File: config.mk
export PLATFORM = sky130hd
export DESIGN_NAME = kmp_pattern_match_counter_top
export DESIGN_NICKNAME = d
export VERILOG_FILES = /design/src/kpmc_pkg.sv /design/src/kpmc_ram.sv /design/src/kpmc_core.sv /design/src/kmp_pattern_match_counter_top.sv
export SDC_FILE = /design/constraint.sdc
export NUM_CORES = 2
export LEC_CHECK = 0
export BUFFER_PORTS_ARGS = -buffer_cell sky130_fd_sc_hd__buf_2
export CORE_MARGIN = 2
export CORE_UTILIZATION = 60
export DETAILED_ROUTE_END_ITERATION = 7
export GPL_TIMING_DRIVEN = 0
export PLACE_DENSITY_LB_ADDON = 0.12
export SLEW_MARGIN = 15
export SYNTH_ARGS = -nofsm -noshare
export SYNTH_HDL_FRONTEND = slang
export SYNTH_SLANG_ARGS = --single-unit
File: constraint.sdc
create_clock -name aclk -period 6.3 [get_ports aclk]
set_input_delay 0.945 -clock aclk [delete_from_list [all_inputs] [get_ports aclk]]
set_output_delay 0.945 -clock aclk [all_outputs]
set_load 0.02 [all_outputs]
File: src/kpmc_pkg.sv
// Shared constants and types of the pattern match counter.
package kpmc_pkg;

    localparam int MAX_PATTERN_DEF   = 64;
    localparam int POSITION_BITS_DEF = 32;
    localparam int SYM_W             = 8;
    localparam int OUT_W             = 32;

    localparam logic KIND_PATTERN = 1'b0;
    localparam logic KIND_TEXT    = 1'b1;

    typedef struct packed {
        logic             match_found;
        logic [OUT_W-1:0] match_start;
        logic [OUT_W-1:0] match_total;
        logic             text_done;
    } kpmc_result_t;

endpackage

File: src/kpmc_ram.sv
// Generic single-port-write, single-port-read RAM with a registered read.
module kpmc_ram #(
    parameter int WIDTH = 8,
    parameter int DEPTH = 64
) (
    input  logic                                      aclk,
    input  logic                                      we,
    input  logic [((DEPTH > 1) ? $clog2(DEPTH) : 1)-1:0] waddr,
    input  logic [WIDTH-1:0]                          wdata,
    input  logic [((DEPTH > 1) ? $clog2(DEPTH) : 1)-1:0] raddr,
    output logic [WIDTH-1:0]                          rdata
);

    logic [WIDTH-1:0] mem [DEPTH];

    always_ff @(posedge aclk) begin
        if (we) begin
            mem[waddr] <= wdata;
        end
        rdata <= mem[raddr];
    end

endmodule

File: src/kpmc_core.sv
// Sequencer that builds the failure table and walks the matcher over the memories.
module kpmc_core
    import kpmc_pkg::*;
#(
    parameter int MAX_PATTERN   = MAX_PATTERN_DEF,
    parameter int POSITION_BITS = POSITION_BITS_DEF,
    localparam int IDX_W        = (MAX_PATTERN > 1) ? $clog2(MAX_PATTERN) : 1
) (
    input  logic               aclk,
    input  logic               aresetn,
    input  logic               in_valid,
    input  logic               in_kind,
    input  logic [SYM_W-1:0]   in_symbol,
    input  logic               in_last,
    output logic               in_ready,
    input  logic               out_free,
    output logic               res_load,
    output kpmc_result_t       res,
    output logic [IDX_W-1:0]   rd_addr,
    input  logic [SYM_W-1:0]   pat_rdata,
    input  logic [IDX_W-1:0]   fail_rdata,
    output logic               pat_we,
    output logic [IDX_W-1:0]   pat_waddr,
    output logic [SYM_W-1:0]   pat_wdata,
    output logic               fail_we,
    output logic [IDX_W-1:0]   fail_waddr,
    output logic [IDX_W-1:0]   fail_wdata
);

    localparam int LEN_W = $clog2(MAX_PATTERN + 1);
    localparam int POS_W = POSITION_BITS;
    localparam int SW    = (POSITION_BITS < OUT_W) ? POSITION_BITS : OUT_W;
    localparam logic [LEN_W-1:0] LEN_MAX = LEN_W'(MAX_PATTERN);

    typedef enum logic [1:0] {
        ST_IDLE = 2'b01,
        ST_WALK = 2'b10
    } state_t;

    state_t             state_reg, state_next;
    logic [IDX_W-1:0]   k_reg, k_next;
    logic [LEN_W-1:0]   len_reg, len_next;
    logic [IDX_W-1:0]   cand_reg, cand_next;
    logic [IDX_W-1:0]   matched_reg, matched_next;
    logic [POS_W-1:0]   pos_reg, pos_next;
    logic [OUT_W-1:0]   count_reg, count_next;
    logic               fresh_reg, fresh_next;
    logic               kind_reg, kind_next;
    logic [SYM_W-1:0]   sym_reg, sym_next;
    logic               last_reg, last_next;

    logic               accept;
    logic               load_at_zero;
    logic               load_full;
    logic               p_hit;
    logic               step_fail;
    logic [LEN_W-1:0]   k_inc;
    logic [LEN_W-1:0]   len_inc;
    logic               emit;
    logic               found;
    logic [IDX_W-1:0]   new_match;
    logic               cur_last;
    logic [POS_W-1:0]   start_full;
    logic [OUT_W-1:0]   count_inc;
    logic [OUT_W-1:0]   total;

    assign in_ready     = (state_reg == ST_IDLE) && out_free;
    assign accept       = in_valid && in_ready;
    assign load_at_zero = fresh_reg || (len_reg == '0);
    assign load_full    = !fresh_reg && (len_reg == LEN_MAX);
    assign p_hit        = (pat_rdata == sym_reg);
    assign step_fail    = (k_reg != '0) && !p_hit;
    assign k_inc        = LEN_W'(k_reg) + (p_hit ? LEN_W'(1) : LEN_W'(0));
    assign len_inc      = len_reg + LEN_W'(1);
    assign cur_last     = (state_reg == ST_IDLE) ? in_last : last_reg;
    assign start_full   = pos_reg + POS_W'(1) - POS_W'(len_reg);
    assign count_inc    = (count_reg != '1) ? (count_reg + OUT_W'(1)) : count_reg;
    assign total        = found ? count_inc : count_reg;
    assign rd_addr      = k_next;

    always_comb begin
        state_next   = state_reg;
        k_next       = k_reg;
        len_next     = len_reg;
        cand_next    = cand_reg;
        matched_next = matched_reg;
        pos_next     = pos_reg;
        count_next   = count_reg;
        fresh_next   = fresh_reg;
        kind_next    = kind_reg;
        sym_next     = sym_reg;
        last_next    = last_reg;
        pat_we       = 1'b0;
        pat_waddr    = '0;
        pat_wdata    = sym_reg;
        fail_we      = 1'b0;
        fail_waddr   = '0;
        fail_wdata   = '0;
        emit         = 1'b0;
        found        = 1'b0;
        new_match    = '0;

        unique case (state_reg)
            ST_IDLE: begin
                if (accept) begin
                    kind_next = in_kind;
                    sym_next  = in_symbol;
                    last_next = in_last;
                    if (in_kind == KIND_PATTERN) begin
                        fresh_next   = in_last;
                        matched_next = '0;
                        if (load_at_zero) begin
                            pat_we     = 1'b1;
                            pat_waddr  = '0;
                            pat_wdata  = in_symbol;
                            fail_we    = (MAX_PATTERN > 1);
                            fail_waddr = IDX_W'(1);
                            fail_wdata = '0;
                            len_next   = LEN_W'(1);
                            cand_next  = '0;
                        end else if (!load_full) begin
                            k_next     = cand_reg;
                            state_next = ST_WALK;
                        end
                    end else begin
                        if (len_reg == '0) begin
                            emit = 1'b1;
                        end else begin
                            k_next     = matched_reg;
                            state_next = ST_WALK;
                        end
                    end
                end
            end
            ST_WALK: begin
                if (step_fail) begin
                    k_next = fail_rdata;
                end else if (kind_reg == KIND_PATTERN) begin
                    pat_we     = 1'b1;
                    pat_waddr  = IDX_W'(len_reg);
                    pat_wdata  = sym_reg;
                    fail_we    = (len_inc != LEN_MAX);
                    fail_waddr = IDX_W'(len_inc);
                    fail_wdata = IDX_W'(k_inc);
                    cand_next  = IDX_W'(k_inc);
                    len_next   = len_inc;
                    state_next = ST_IDLE;
                end else begin
                    emit       = 1'b1;
                    found      = (k_inc == len_reg);
                    new_match  = (k_inc == len_reg) ? cand_reg : IDX_W'(k_inc);
                    state_next = ST_IDLE;
                end
            end
            default: begin
                state_next = ST_IDLE;
            end
        endcase

        if (emit) begin
            if (cur_last) begin
                pos_next     = '0;
                count_next   = '0;
                matched_next = '0;
            end else begin
                pos_next     = pos_reg + POS_W'(1);
                count_next   = total;
                matched_next = new_match;
            end
        end
    end

    always_comb begin
        res_load          = emit;
        res.match_found   = found;
        res.match_start   = found ? OUT_W'(start_full[SW-1:0]) : '0;
        res.match_total   = total;
        res.text_done     = cur_last;
    end

    always_ff @(posedge aclk) begin
        if (!aresetn) begin
            state_reg   <= ST_IDLE;
            len_reg     <= '0;
            cand_reg    <= '0;
            matched_reg <= '0;
            pos_reg     <= '0;
            count_reg   <= '0;
            fresh_reg   <= 1'b1;
        end else begin
            state_reg   <= state_next;
            len_reg     <= len_next;
            cand_reg    <= cand_next;
            matched_reg <= matched_next;
            pos_reg     <= pos_next;
            count_reg   <= count_next;
            fresh_reg   <= fresh_next;
        end
    end

    always_ff @(posedge aclk) begin
        k_reg    <= k_next;
        kind_reg <= kind_next;
        sym_reg  <= sym_next;
        last_reg <= last_next;
    end

endmodule

File: src/kmp_pattern_match_counter_top.sv
// Top level of the KMP pattern match counter with its result register.
//
//   Channel  Direction  Transaction              Ports
//   s_       in         one pattern or text byte s_valid s_ready s_kind s_symbol s_last
//   m_       out        one result per text byte m_valid m_ready m_match_found
//                                                m_match_start m_match_total m_text_done
//
// A first pattern byte, a pattern byte past the store limit and a text byte against an
// empty pattern are finished in the idle state. Any other byte also passes the walk state,
// stepping down the failure chain, each step one read of the pattern and failure memories.
// There is no clearing pass after reset; the memories are only read below the length.
// s_ready is low while a byte is being worked on and while a result waits unaccepted.
module kmp_pattern_match_counter_top
    import kpmc_pkg::*;
#(
    parameter int MAX_PATTERN   = MAX_PATTERN_DEF,
    parameter int POSITION_BITS = POSITION_BITS_DEF
) (
    input  logic             aclk,
    input  logic             aresetn,
    input  logic             s_valid,
    output logic             s_ready,
    input  logic             s_kind,
    input  logic [SYM_W-1:0] s_symbol,
    input  logic             s_last,
    output logic             m_valid,
    input  logic             m_ready,
    output logic             m_match_found,
    output logic [OUT_W-1:0] m_match_start,
    output logic [OUT_W-1:0] m_match_total,
    output logic             m_text_done
);

    localparam int IDX_W = (MAX_PATTERN > 1) ? $clog2(MAX_PATTERN) : 1;

    logic             out_free;
    logic             res_load;
    kpmc_result_t     res;
    kpmc_result_t     res_reg;
    logic             m_valid_reg, m_valid_next;
    logic [IDX_W-1:0] rd_addr;
    logic [SYM_W-1:0] pat_rdata;
    logic [IDX_W-1:0] fail_rdata;
    logic             pat_we;
    logic [IDX_W-1:0] pat_waddr;
    logic [SYM_W-1:0] pat_wdata;
    logic             fail_we;
    logic [IDX_W-1:0] fail_waddr;
    logic [IDX_W-1:0] fail_wdata;

    assign out_free = !m_valid_reg || m_ready;

    kpmc_core #(
        .MAX_PATTERN   (MAX_PATTERN),
        .POSITION_BITS (POSITION_BITS)
    ) u_core (
        .aclk       (aclk),
        .aresetn    (aresetn),
        .in_valid   (s_valid),
        .in_kind    (s_kind),
        .in_symbol  (s_symbol),
        .in_last    (s_last),
        .in_ready   (s_ready),
        .out_free   (out_free),
        .res_load   (res_load),
        .res        (res),
        .rd_addr    (rd_addr),
        .pat_rdata  (pat_rdata),
        .fail_rdata (fail_rdata),
        .pat_we     (pat_we),
        .pat_waddr  (pat_waddr),
        .pat_wdata  (pat_wdata),
        .fail_we    (fail_we),
        .fail_waddr (fail_waddr),
        .fail_wdata (fail_wdata)
    );

    kpmc_ram #(
        .WIDTH (SYM_W),
        .DEPTH (MAX_PATTERN)
    ) u_pattern_ram (
        .aclk  (aclk),
        .we    (pat_we),
        .waddr (pat_waddr),
        .wdata (pat_wdata),
        .raddr (rd_addr),
        .rdata (pat_rdata)
    );

    // Entry k of the failure memory holds the border of the prefix of length k.
    kpmc_ram #(
        .WIDTH (IDX_W),
        .DEPTH (MAX_PATTERN)
    ) u_fail_ram (
        .aclk  (aclk),
        .we    (fail_we),
        .waddr (fail_waddr),
        .wdata (fail_wdata),
        .raddr (rd_addr),
        .rdata (fail_rdata)
    );

    always_comb begin
        m_valid_next = m_valid_reg;
        if (res_load) begin
            m_valid_next = 1'b1;
        end else if (m_ready) begin
            m_valid_next = 1'b0;
        end
    end

    always_ff @(posedge aclk) begin
        if (!aresetn) begin
            m_valid_reg <= 1'b0;
        end else begin
            m_valid_reg <= m_valid_next;
        end
    end

    always_ff @(posedge aclk) begin
        if (res_load) begin
            res_reg <= res;
        end
    end

    assign m_valid       = m_valid_reg;
    assign m_match_found = res_reg.match_found;
    assign m_match_start = res_reg.match_start;
    assign m_match_total = res_reg.match_total;
    assign m_text_done   = res_reg.text_done;

endmodule

# After elaboration in Yosys (flattened, before gate mapping)

Memory sizes are Yosys's and may differ from the RTL's. A register that Yosys moved wholly into a read port is not among the register bits.
Cells that the tools add are included.

Flip-flop bits (word level): 169
Bits of input ports: 14
Memories: 2
Output and inout port bits: 68
Bits in writable memories: 896

Memories:

| memory            | depth | bits a word | rd ports | clocked after Yosys merged registers in | wr ports | RTL line       | source |
|---|---|---|---|---|---|---|---|
| u_pattern_ram.mem | 64    | 8           | 1        | 1                                       | 1        | kpmc_ram.sv:14 | `logic [WIDTH-1:0] mem [DEPTH];` |
| u_fail_ram.mem    | 64    | 6           | 1        | 1                                       | 1        | kpmc_ram.sv:14 |  |

Equality and inequality tests: 16
Reduce and logical (&&, ||, !) cells: 20
$add $sub $neg: 5
Muxes and demuxes: 81
Bitwise gates (word level): 1

Operator list:

| operator                                                                | number |
|---|---|
| 6-bit two-way mux                                                       | 30 |
| 32-bit two-way mux                                                      | 4 |
| 32-bit by 1-bit adder with 32-bit output, second input constant         | 2 |
| 6-bit case mux with 2 select lines                                      | 3 |
| 7-bit two-way mux                                                       | 5 |
| 8-bit two-way mux                                                       | 4 |
| 32-bit inequality test, second input constant                           | 1 |
| 32-bit by 7-bit subtractor with 32-bit output                           | 1 |
| 1-bit two-way mux                                                       | 24 |
| 7-bit case mux with 2 select lines                                      | 1 |
| 2-bit two-way mux                                                       | 6 |
| 3-bit inequality test, second input constant                            | 3 |
| 8-bit == test                                                           | 1 |
| 2-bit nonzero test                                                      | 4 |
| 6-bit by 7-bit adder with 7-bit output                                  | 1 |
| 7-bit by 1-bit adder with 7-bit output, second input constant           | 1 |
| 7-bit == test                                                           | 1 |
| 7-bit == test, second input constant                                    | 1 |
| 7-bit zero test                                                         | 1 |
| 7-bit inequality test, second input constant                            | 1 |
| 2-bit by 1-bit inequality test with 1-bit output, second input constant | 3 |
| 2-bit inequality test, second input constant                            | 3 |
| 1-bit case mux with 2 select lines                                      | 3 |
| 3-bit AND reduction                                                     | 2 |
| other kinds (11)                                                        | 17 |

# Logic depth before layout (Yosys ltp)

Word-level depth: 10
Depth in mapped cells: 17
Depth with buffers taken out: 15

# Modules after synthesis

Synthesis repeated with hierarchy kept, for this count alone.

Cell total of the unflattened synthesis: 2763
Area total of the unflattened synthesis: 45072.0 sq um

Modules (own cells, without submodules):

| module                        | times used | cells an instance | area an instance (sq um) | seq. area each (sq um) |
|---|---|---|---|---|
| kpmc_ram (u_pattern_ram)      | 1          | 940               | 20166.8                  | 15534.9 |
| kpmc_ram (u_fail_ram)         | 1          | 719               | 15227.1                  | 11651.2 |
| kpmc_core                     | 1          | 1034              | 7647.3                   | 2142.1 |
| kmp_pattern_match_counter_top | 1          | 70                | 2030.7                   | 2001.9 |

# Worst setup path after synthesis

OpenSTA, ideal clock, no wires.

Path kind: input port to flip-flop
From: in s_valid
To: reg u_core.count_reg[0]
Cell stages on the path: 11
Setup time: 0.115 ns
Arrival: 4.949 ns
Setup slack: 1.236 ns
Path through: inv_1 > nor3_1 > nand3_1 > nand2_1 > nand2_1 > inv_2 > clkbuf_1 > o21ai_0 > nand2_1 > o21ai_0 > and2_1

Word-level cells in the longest chain between the ends: 3

Ends and longest elaborated chain:

| what                               | RTL line                            | source |
|---|---|---|
| start, declared                    | kmp_pattern_match_counter_top.sv:21 | `input logic s_valid,` |
| 1-bit logical AND                  | kpmc_core.sv:68                     | `assign accept = in_valid && in_ready;` |
| 1-bit two-way mux                  | kpmc_core.sv:105                    | `if (accept) begin` |
| 1-bit case mux with 2 select lines | kpmc_core.sv:103                    | `unique case (state_reg)` |
| end signal, assigned               | kpmc_core.sv:196                    | `count_reg <= count_next;` |
| end, declared                      | kpmc_core.sv:46                     | `logic [OUT_W-1:0] count_reg, count_next;` |

Every way passes these cells.
A chain may end at the register's enable or synchronous reset.

# Worst setup path in the final report

From: reg u_core.len_reg[0]
To: reg u_pattern_ram.rdata[4] (read register of u_pattern_ram.mem)

Word-level cells in the longest chain between the ends: 7
Elaborated cells on any way between the ends: 10
Those cells by class: 1 x eq/ne; 6 x mux; 3 x reduce/logical

Ends and longest elaborated chain:

| what                                   | RTL line         | source |
|---|---|---|
| start, declared                        | kpmc_core.sv:42  | `logic [LEN_W-1:0] len_reg, len_next;` |
| start signal, assigned                 | kpmc_core.sv:192 | `len_reg <= len_next;` |
| 7-bit == test                          | kpmc_core.sv:70  | `assign load_full = !fresh_reg && (len_reg == LEN_MAX);` |
| 1-bit logical AND                      | kpmc_core.sv:70  |  |
| 6-bit two-way mux                      | kpmc_core.sv:121 | `end else if (!load_full) begin` |
| 6-bit two-way mux                      | kpmc_core.sv:112 | `if (load_at_zero) begin` |
| 6-bit two-way mux (*)                  | kpmc_core.sv:109 | `if (in_kind == KIND_PATTERN) begin` |
| 6-bit two-way mux (*)                  | kpmc_core.sv:105 |  |
| 6-bit case mux with 2 select lines (*) | kpmc_core.sv:103 |  |
| end, declared                          | kpmc_ram.sv:11   | `output logic [WIDTH-1:0] rdata` |

Every way passes the cells marked *; elsewhere a longest branch is shown, timed or not.

==> results.toml <==
[run_status]
status = "finished, violations left"
violations = "setup timing"

[floorplan]
die_area_sq_um = 78000
die_x_um = 279
fp.dieH_um = 279
num_rows = 100
coreArea_sq_um = 74700
start_util_pct = 60.9
ios = 82

[global_route]
grt_util_all_layers_pct = 35.2
gr-total-overflow = 0
grt_pass1_wl_mm = 199
antenna_found_initial = 7
grt_pass1_vias = 30900
grt_max_degree = 65

[timing]
fin_skew_ns = 0.0325
fmax_mhz = 156
fin_crit_ns = 6.40
relSlewSlack_pct = 4.15
worst_slew_pin_slew_ns = 1.40
hold_viol_final = 0
fin_tns_setup_ns = -0.191
fin_ws_ns = -0.0981
slew_violations = 0
finalSetupViolCount = 3
period_share_pct = 102
rsz0062_at_grt = "no"

[job]
maxCapViolCount = 0

[final_layout]
layout-drive-gt1-share_pct = 10.4
reg.largest.list = "u_pattern_ram.mem x512, u_fail_ram.mem x384"
nFillCells = 5232
largest_reg_flops = 512
fin_nets = 3847
regMostFlops = "u_pattern_ram.mem"
final_cell_count_no_fill = 4879
stdcell_area_sq_um = 51000
utilization_pct = 68.3
syn2layout_area_growth_pct = 12.2

[clocking]
cts_buffers = 106
clk_pin_slew_ns = 0.06
h-tree-depth = 3
cts_root_buf = "clkbuf_16"
clkSinkCount = 1079
cts_tree = "yes"
clk_latency_ns = 0.69
clockBufferDepth = 3

[placement]
dp_hpwl_mm = 97.1
place_area_sq_um = 47500
dp_slack_ns = 0.191
placed_cells = 4678
portBuffers = 80
finalWeightedCongestion = 1.03

[min_path]
whs_path_depth = 1
hold_class = "in -> reg"
whs_endpoint = "u_core.sym_reg[3]"
hold_start = "s_symbol[3]"

[synthesis]
synthesis.nets = 3646
ys_seq_elements = 1079
synth_edf_count = 972
yosysWarnings = 0
avgSynthCellArea_sq_um = 12.6
yosys-top-cells-area = "edfxtp_1 (64%), nand2_1 (6.0%), dfxtp_1 (4.7%)"
ys_seq_area_share_pct = 68.9
synth_area_sq_um = 45500
ys_async_sr_fraction_pct = 0
synth_most_common_cell = "edfxtp_1"
synth_cells = 3616
synthTopCellsByCount = "edfxtp_1 (972), nand2_1 (732), nor2_1 (222)"
synth_top_cell_by_area = "edfxtp_1"
synth_cell_types = 84
yosysTopAreaCellShare_pct = 64.2
synth-main-ff-cell = "edfxtp_1"

[drt]
totalWireLength_mm = 138
vias_per_cell = 6.48
ant_nets = 0
drc = 0
routed-via-count = 31600
first_pass_iters = 6
wl_per_cell_um = 28.3
drtIter0Drc = 4003

[power]
clockPowerShare_pct = 28.6
power_density_nw_per_um2 = 438
p_int_mw = 13.8
vdd.ir_drop.worst_uv = 317
p_switching_mw = 8.56
combinationalPowerShare_pct = 34.2
p_seq_share_pct = 37.2
leakage_nw = 18.2
sw_frac_of_total_pct = 38.3

[critical_path]
reg2reg_setup_slack_ns = -0.1
reg2reg_from = "u_core.len_reg[0]"
critPathKind = "reg -> reg"
crit_fanout = 10
crit_required_ns = 6.82
start_kind = "flop"
r2r-end = "u_pattern_ram.rdata[4]"
cp.arrival_ns = 6.91
cp-end-kind = "flop"
r2r_cells = 16
## cell usage in the layout (no fill, tap or decap), types with 10 or more instances in the layout
cell type and n:
bufinv_16 12, nor4_1 42, o221ai_1 28, nand2_1 724, mux2i_1 164, o22ai_1 48
xnor2_1 63, ha_1 15, inv_1 28, clkbuf_1 128, xor2_1 43, a21oi_1 99
edfxtp_1 972, a2111oi_0 11, and4_1 14, a32oi_1 13, buf_4 16, nor3_1 43
dfxtp_1 107, a211o_1 12, clkinv_1 23, nand3_1 199, and2_1 31, clkinv_2 23
a31oi_1 51, clkbuf_16 108, a311oi_1 40, a22oi_1 23, a22o_1 12, a21boi_0 20
nand2b_1 10, and3_1 56, buf_2 164, o21ai_1 14, nand4_1 46, o21ai_0 70
nor2b_1 42, nor2_1 220
## worst max-delay path, stage by stage (launching register included)
cell,delay (ns)
dfxtp_1,0.55
clkbuf_1,0.47
inv_1,0.20
ha_1,0.29
nor2b_1,0.17
a21o_1,0.21
a221oi_1,0.30
a211oi_1,0.14
a221oi_4,0.60
inv_2,0.25
nand3_2,0.16
buf_4,0.21
clkbuf_1,0.70
o221ai_1,0.33
a31oi_1,0.94
a22o_1,0.46
o21ai_1,0.20
## power groups by stage
stage	Sequential, mW	Combinational (mW)	Clock, mW
5_1_grt	8.33	7.85	6.68
2_1_floorplan	8.54	4.00	0
4_1_cts	8.32	7.38	6.40
3_5_place_dp	8.46	7.34	0
6_report	8.32	7.65	6.39
3_3_place_gp	8.54	7.09	0
## metrics by stage
stage | total power, mW | hold WS [ns]
global placement | 15.6 | 0.454
global route | 22.9 | 0.450
detailed placement | 15.8 | 0.476
finish | 22.4 | 0.453
floorplan | 12.5 | 0.441
CTS | 22.1 | 0.435
## kinds of logic (layout without fill, tap and decap cells)
| group | count (synthesis) | count (layout) | synth area share, % |
|---|---|---|---|
| compound gates | 490 | 490 | 7.34 |
| xor+xnor | 107 | 107 | 2.09 |
| fa+ha+maj | 16 | 16 | 0.457 |
| buf+inv | 256 | 546 | 2.50 |
| flops | 1079 | 1079 | 68.9 |
| mux | 166 | 166 | 3.66 |
| other cells | 0 | 4 | 0 |
| simple gates | 1502 | 1502 | 15.1 |
## final cells by class
class | count | area, sq um | area share [%]
diodes | 4 | 10.0 | 0.0196
clock inverters | 68 | 672 | 1.32
well taps | 969 | 1210 | 2.38
clock buffers | 129 | 2830 | 5.55
inverters | 34 | 128 | 0.250
plain buffers | 222 | 1010 | 1.99
multi-input cells | 2281 | 13200 | 25.8
repair buffers | 93 | 692 | 1.36
flip-flops and latches | 1079 | 31300 | 61.4
## worst max-delay path by stage
stage	from	endpoint	slack, ns
finish	u_core.len_reg[0]	u_pattern_ram.rdata[4]	-0.1
global route	u_core.len_reg[0]	u_pattern_ram.rdata[4]	0.02
CTS	u_core.len_reg[0]	u_pattern_ram.rdata[3]	0.16
detailed placement	u_core.len_reg[0]	u_pattern_ram.rdata[3]	0.19
global placement	s_valid	u_core.count_reg[0]	-0.63
floorplan	s_valid	u_core.count_reg[0]	1.24
## layer usage
| metal | routed length, um | track usage, % |
|---|---|---|
| met5 | 40 | 0 |
| met4 | 8600 | 20.3 |
| met3 | 15600 | 8.98 |
| met2 | 63500 | 55.5 |
| met1 | 50400 | 44.4 |
## what timing repair did
item,4_1_cts,5_1_grt
gates resized for setup,0,1
hold buffers,0,0
setup buffers,0,0
endpoints found under the setup margin,0,1
Note: power is estimated with default switching activity, not from simulation.
